===== src/dltq_pkg.sv =====
// ----------------------------------------------------------------------------
// dltq_pkg: shared types for the delta-list timer queue
// Request, result, list entry and per-cell command types.
// ----------------------------------------------------------------------------
package dltq_pkg;

  localparam int NSLOT    = 16;
  localparam int MAX_WAKE = 16;

  typedef enum logic [1:0] {
    FN_ADD  = 2'd0,
    FN_DEL  = 2'd1,
    FN_TICK = 2'd2,
    FN_NOP  = 2'd3
  } func_t;

  typedef enum logic [1:0] {
    ST_OK       = 2'd0,
    ST_ZERO     = 2'd1,
    ST_ACTIVE   = 2'd2,
    ST_INACTIVE = 2'd3
  } status_t;

  typedef struct packed {
    logic [1:0]  func;
    logic [3:0]  timer_slot;
    logic [31:0] expires_ticks;
    logic [11:0] proc_id;
  } req_t;

  typedef struct packed {
    logic        woke_valid;
    logic [11:0] woke_proc;
    logic [3:0]  woke_slot;
    logic [1:0]  status;
    logic        last;
  } res_t;

  typedef struct packed {
    logic        valid;
    logic [31:0] delta;
    logic [11:0] proc;
    logic [3:0]  slot;
  } ent_t;

  typedef enum logic [2:0] {
    C_HOLD  = 3'd0,
    C_CLEAR = 3'd1,
    C_WALK  = 3'd2,
    C_INS   = 3'd3,
    C_DEL   = 3'd4,
    C_DEC   = 3'd5,
    C_POP   = 3'd6
  } cop_t;

  typedef struct packed {
    cop_t        op;
    logic        is_add;
    logic [31:0] rem;
    logic [3:0]  key;
    ent_t        nent;
  } cmd_t;

endpackage


===== src/dltq_cell.sv =====
// ----------------------------------------------------------------------------
// dltq_cell: one position of the ordered timer list
// Holds one entry, a walk token and a passed mark; shifts with its neighbors.
// ----------------------------------------------------------------------------
module dltq_cell (
  input  logic           clk,
  input  logic           rst,
  input  dltq_pkg::cmd_t cmd,
  input  logic           seed,
  input  dltq_pkg::ent_t left_ent,
  input  logic           left_passed,
  input  logic           left_first,
  input  logic           left_cont,
  input  dltq_pkg::ent_t right_ent,
  output dltq_pkg::ent_t ent,
  output logic           passed,
  output logic           first,
  output logic           cont,
  output logic           hit,
  output logic [31:0]    sel_delta
);
  import dltq_pkg::*;

  logic tok;
  logic stop;
  ent_t ins_ent;
  ent_t del_ent;

  always_comb begin
    if (cmd.is_add) begin
      stop = !ent.valid || (cmd.rem < ent.delta);
    end else begin
      stop = !ent.valid || (ent.slot == cmd.key);
    end
    hit       = tok & stop;
    cont      = tok & !stop;
    sel_delta = cont ? ent.delta : 32'd0;
    first     = !passed & left_passed;
    // Entry pushed behind a new one loses the new entry's delta.
    ins_ent       = left_ent;
    ins_ent.delta = left_ent.delta - cmd.rem;
    // Successor of a removed entry takes over its delta.
    del_ent       = right_ent;
    del_ent.delta = right_ent.delta + ent.delta;
  end

  always_ff @(posedge clk) begin
    if (rst) begin
      ent.valid <= 1'b0;
      passed    <= 1'b0;
      tok       <= 1'b0;
    end else begin
      case (cmd.op)
        C_CLEAR: begin
          passed <= 1'b0;
          tok    <= seed;
        end
        C_WALK: begin
          passed <= passed | cont;
          tok    <= left_cont;
        end
        C_INS: begin
          tok <= 1'b0;
          if (first) begin
            ent <= cmd.nent;
          end else if (left_first) begin
            ent <= ins_ent;
          end else if (!passed) begin
            ent <= left_ent;
          end
        end
        C_DEL: begin
          tok <= 1'b0;
          if (first) begin
            ent <= del_ent;
          end else if (!passed) begin
            ent <= right_ent;
          end
        end
        C_DEC: begin
          if (seed && ent.valid && ent.delta != 32'd0) begin
            ent.delta <= ent.delta - 32'd1;
          end
        end
        C_POP: begin
          ent <= right_ent;
        end
        default: begin
        end
      endcase
    end
  end

endmodule


===== config.mk =====
export PLATFORM = sky130hd
export DESIGN_NAME = dltq_cell
export DESIGN_NICKNAME = d
export VERILOG_FILES = /design/src/dltq_pkg.sv /design/src/dltq_cell.sv
export SDC_FILE = /design/constraint.sdc
export NUM_CORES = 1
export LEC_CHECK = 0
export ABC_AREA = 1
export ABC_CLOCK_PERIOD_IN_PS = 4000
export BUFFER_PORTS_ARGS = -buffer_cell sky130_fd_sc_hd__buf_2
export CAP_MARGIN = 20
export CORE_ASPECT_RATIO = 1.1
export CORE_MARGIN = 4
export CORE_UTILIZATION = 45
export DETAILED_ROUTE_END_ITERATION = 8
export PLACE_DENSITY = 0.71
export SLEW_MARGIN = 20
export SYNTH_ARGS = -nofsm -noshare
export SYNTH_HDL_FRONTEND = slang
export SYNTH_SLANG_ARGS = --single-unit

===== constraint.sdc =====
create_clock -name clk -period 4 [get_ports clk]
set_input_delay 0.4 -clock clk [delete_from_list [all_inputs] [get_ports clk]]
set_output_delay 0.4 -clock clk [all_outputs]
set_load 0.01 [all_outputs]

==> out/qor.csv <==
stage,metric,value,unit
global_routing,grt_pass1_wl,60.78,mm
routing,ant_nets,0,
run_status,outcome,"complete, no violations",
floorplan,ios,278,
yosys,ys_types,47,
cts,tritoncts,built,
global_routing,grtUsageTotal,31.95,%
global_routing,grt_max_degree,110,
timing,rsz0062_at_grt,no,
cts,cts_buffer_depth,2,
yosys,synth_nets,1973,
worst_setup_path,max_stage_delay,0.47,ns
timing,setup_viol,0,
global_routing,grt_overflow,0,
timing,finalSetupTns,0,ns
cts,cts_root_buffer,clkbuf_16,
yosys,syn_area,0.009639,mm2
routing,vias,12080,
worst_setup_path,rr_worst_depth,12,
run,drv_cap,0,
placement,routabilityCongestion,1.016,
finish,synthToLayoutAreaGrowth,19.09,%
routing,dr.first_iter.drc_count,1001,
global_routing,grt_pass1_vias,11330,
power,power,0.002444,W
cts,h-tree-depth,2,
worst_hold_path,hp-class,in2reg,
yosys,synth_top_area_share,19.39,%
worst_setup_path,worstSetupPathType,reg2out,
finish,drive_above_1_share,17.00,%
cts,cts_buffers,5,
worst_setup_path,required,3.60,ns
timing,tightest_slew,0.9559,ns
power,ir_drop,144.9,uV
yosys,synth_area_leaders,"nand2_1 19%, edfxtp_1 15%, ha_1 12%, inv_1 9.4%, nor2_1 8.0%",
worst_setup_path,crit_top_cell,nor2_1,
worst_setup_path,cp-end-kind,primary output,
timing,fmax,317.1,MHz
power,power.density,212.9,mW/mm2
finish,layout.core_utilization,55.06,%
floorplan,die_area,0.02383,mm2
worst_setup_path,r2r_setup_slack,1.36,ns
yosys,ys_ff_latch,51,
cts,clk_pin_slew,0.08,ns
timing,hold_ws,0.3158,ns
worst_setup_path,slowest_stage,edfxtp_1,
finish,fin_cells,2227,
cts,clkSinkCount,51,
yosys,synth_edf_count,48,
yosys,async_flop_share,0,%
cts,clk_latency,0.31,ns
floorplan,rows,55,
power,leakagePower,6.262,nW
finish,final_net_count,2230,
cts,cts_resized,0,
worst_setup_path,crit_chain,inv_1 > ha_1 > nand2_1 > nor2_1 > nand4_1 > o21ba_2 > nor2_1 > nand2_1 > nand3_1 > buf_4 > nor2_1 > buf_2,
timing,maxSlewHeadroom,36.20,%
timing,slew_viol_final,0,
timing,hold_viol,0,
routing,dr.pass1.iters,6,
worst_setup_path,crit_path_max_fanout,17,
worst_hold_path,hold_path_depth,2,
placement,dp_cells,2218,
placement,dp_hpwl,33.17,mm
yosys,synthFlopType,edfxtp_1,
routing,totalWireLength,39.98,mm
cts,postCtsSetupRepairBufs,0,
global_routing,antenna_found_initial,2,
yosys,ys_seq_area_share,15.58,%
floorplan,initial_core_util,46.23,%
placement,port_buffers,277,
floorplan,die_w,147.5,um
worst_setup_path,startpoint_type,flip-flop,
yosys,avgSynthCellArea,5.727,um2
timing,fin_skew,0.01662,ns
yosys,yosysTopAreaCell,nand2_1,
floorplan,core,0.02085,mm2
yosys,syn_inst,1683,
timing,finalCriticalPeriod,3.154,ns
timing,period_share,78.84,%
yosys,synth_warnings,0,
worst_setup_path,critPathArrivalTime,2.75,ns
routing,wire_per_inst,17.95,um
floorplan,die_h,161.5,um
routing,drc,0,
routing,viasPerCell,5.425,
cts,cts_hold_buf,0,
[kinds of logic after synthesis]
logic type | share of synthesized area, %
AND/OR/NAND/NOR | 38.34
AO/OA/AOI/OAI | 18.69
buffers and inverters | 11.46
adder cells (fa/ha/maj) | 12.75
flip-flops | 15.58
XOR/XNOR | 3.180
[cells in the final DEF (no fill, tap or decap), types with 3 or more instances in the layout]
master and instances:
or2_2 9, nand4_1 14, nand3b_1 7, dfxtp_1 3, nand2_4 3, o21ai_0 96, nor2_1 206, edfxtp_1 48
inv_1 242, nor3_1 22, and2_1 5, nor4_1 4, xor2_1 16, a31oi_1 17, nor2_4 5, o32ai_1 4
o211ai_1 4, o21bai_1 20, o2111ai_1 3, buf_4 11, xnor2_1 19, o22ai_1 10, ha_1 95, buf_2 277
a211oi_1 6, clkbuf_16 5, inv_2 7, nand2_1 497, nand3_1 105, a21oi_1 150, a21o_1 3
[routing by layer]
metal  share of wire, %  vias to the layer above  wire length [um]  GRT usage [%]
li1                   -                     6027                 -              -
met1                 43                     5464             17140          44.14
met2                 46                      530             18370          52.33
met3                8.3                       59              3332          3.816
met4                2.8                        2              1123          9.619
met5              0.033                        -                13              0
[final cells by class]
type	instances	area, um2
Sequential cell	51	1501
Timing Repair Buffer	289	1489
Tap cell	285	356.6
Inverter	250	938.4
Antenna cell	1	2.502
Clock buffer	6	128.9
Multi-Input combinational cell	1343	7049
Fill cell	2269	9371
Clock inverter	2	13.76
[critical path: cells and delay by family, from the launching register on]
family / cells / cell delay [ns]
and+or+nand+nor: 7 / 0.73
buffers and inverters: 3 / 0.61
DFF: 1 / 0.47
adders and majority gates: 1 / 0.34
AOI/OAI and AO/OA: 1 / 0.27
[flip-flops by register name, indices dropped and copies added, names as in the netlist]
signal,count
passed,1
tok,1
ent,49
[Yosys cell counts, types with 2 or more instances]
cell type and number:
nand3b_1 7, a21boi_0 2, nand4_1 14, clkbuf_1 22, nand3_2 2, inv_1 242, o21a_1 2, o211ai_1 4
buf_2 10, fa_1 2, o21ai_0 96, a211oi_1 6, buf_1 6, nor3_1 23, nor2_1 206, o21bai_1 20
ha_1 95, nand2_4 2, xor2_1 16, nor2_4 5, nand3_1 105, a21oi_1 150, a21o_1 3, inv_2 7
a221oi_1 2, edfxtp_1 48, o22ai_1 10, or2_2 9, and2_1 5, o32ai_1 4, a31oi_1 17, o2111ai_1 3
nand2_1 498, dfxtp_1 3, xnor2_1 19, nor3_4 2, o221ai_1 2, nor4_1 4, o21ai_1 2
[stage by stage]
stage	area (um2)	setup slack (ns)
finish	11480	0.8465
global route	11480	0.7072
floorplan	9639	1.415
global placement	11330	1.249
detailed placement	11330	1.207
CTS	11480	0.8605
[power breakdown]
group / internal (W) / leakage, nW / total, W / switching, W
combinational: 0.000466 / 5.72 / 0.00131 / 0.000840
clock: 0.000234 / 0.0708 / 0.000457 / 0.000223
sequential: 0.000636 / 0.471 / 0.000681 / 0.0000443
total: 0.00134 / 6.26 / 0.00244 / 0.00111
[path summary, 6_finish.rpt]
path,startpoint,end
min,rst,tok
max reg2reg,ent[16],ent[30]
min reg2reg,tok,tok
max,ent[46],sel_delta[22]
Power figures use the tool's default switching activity.
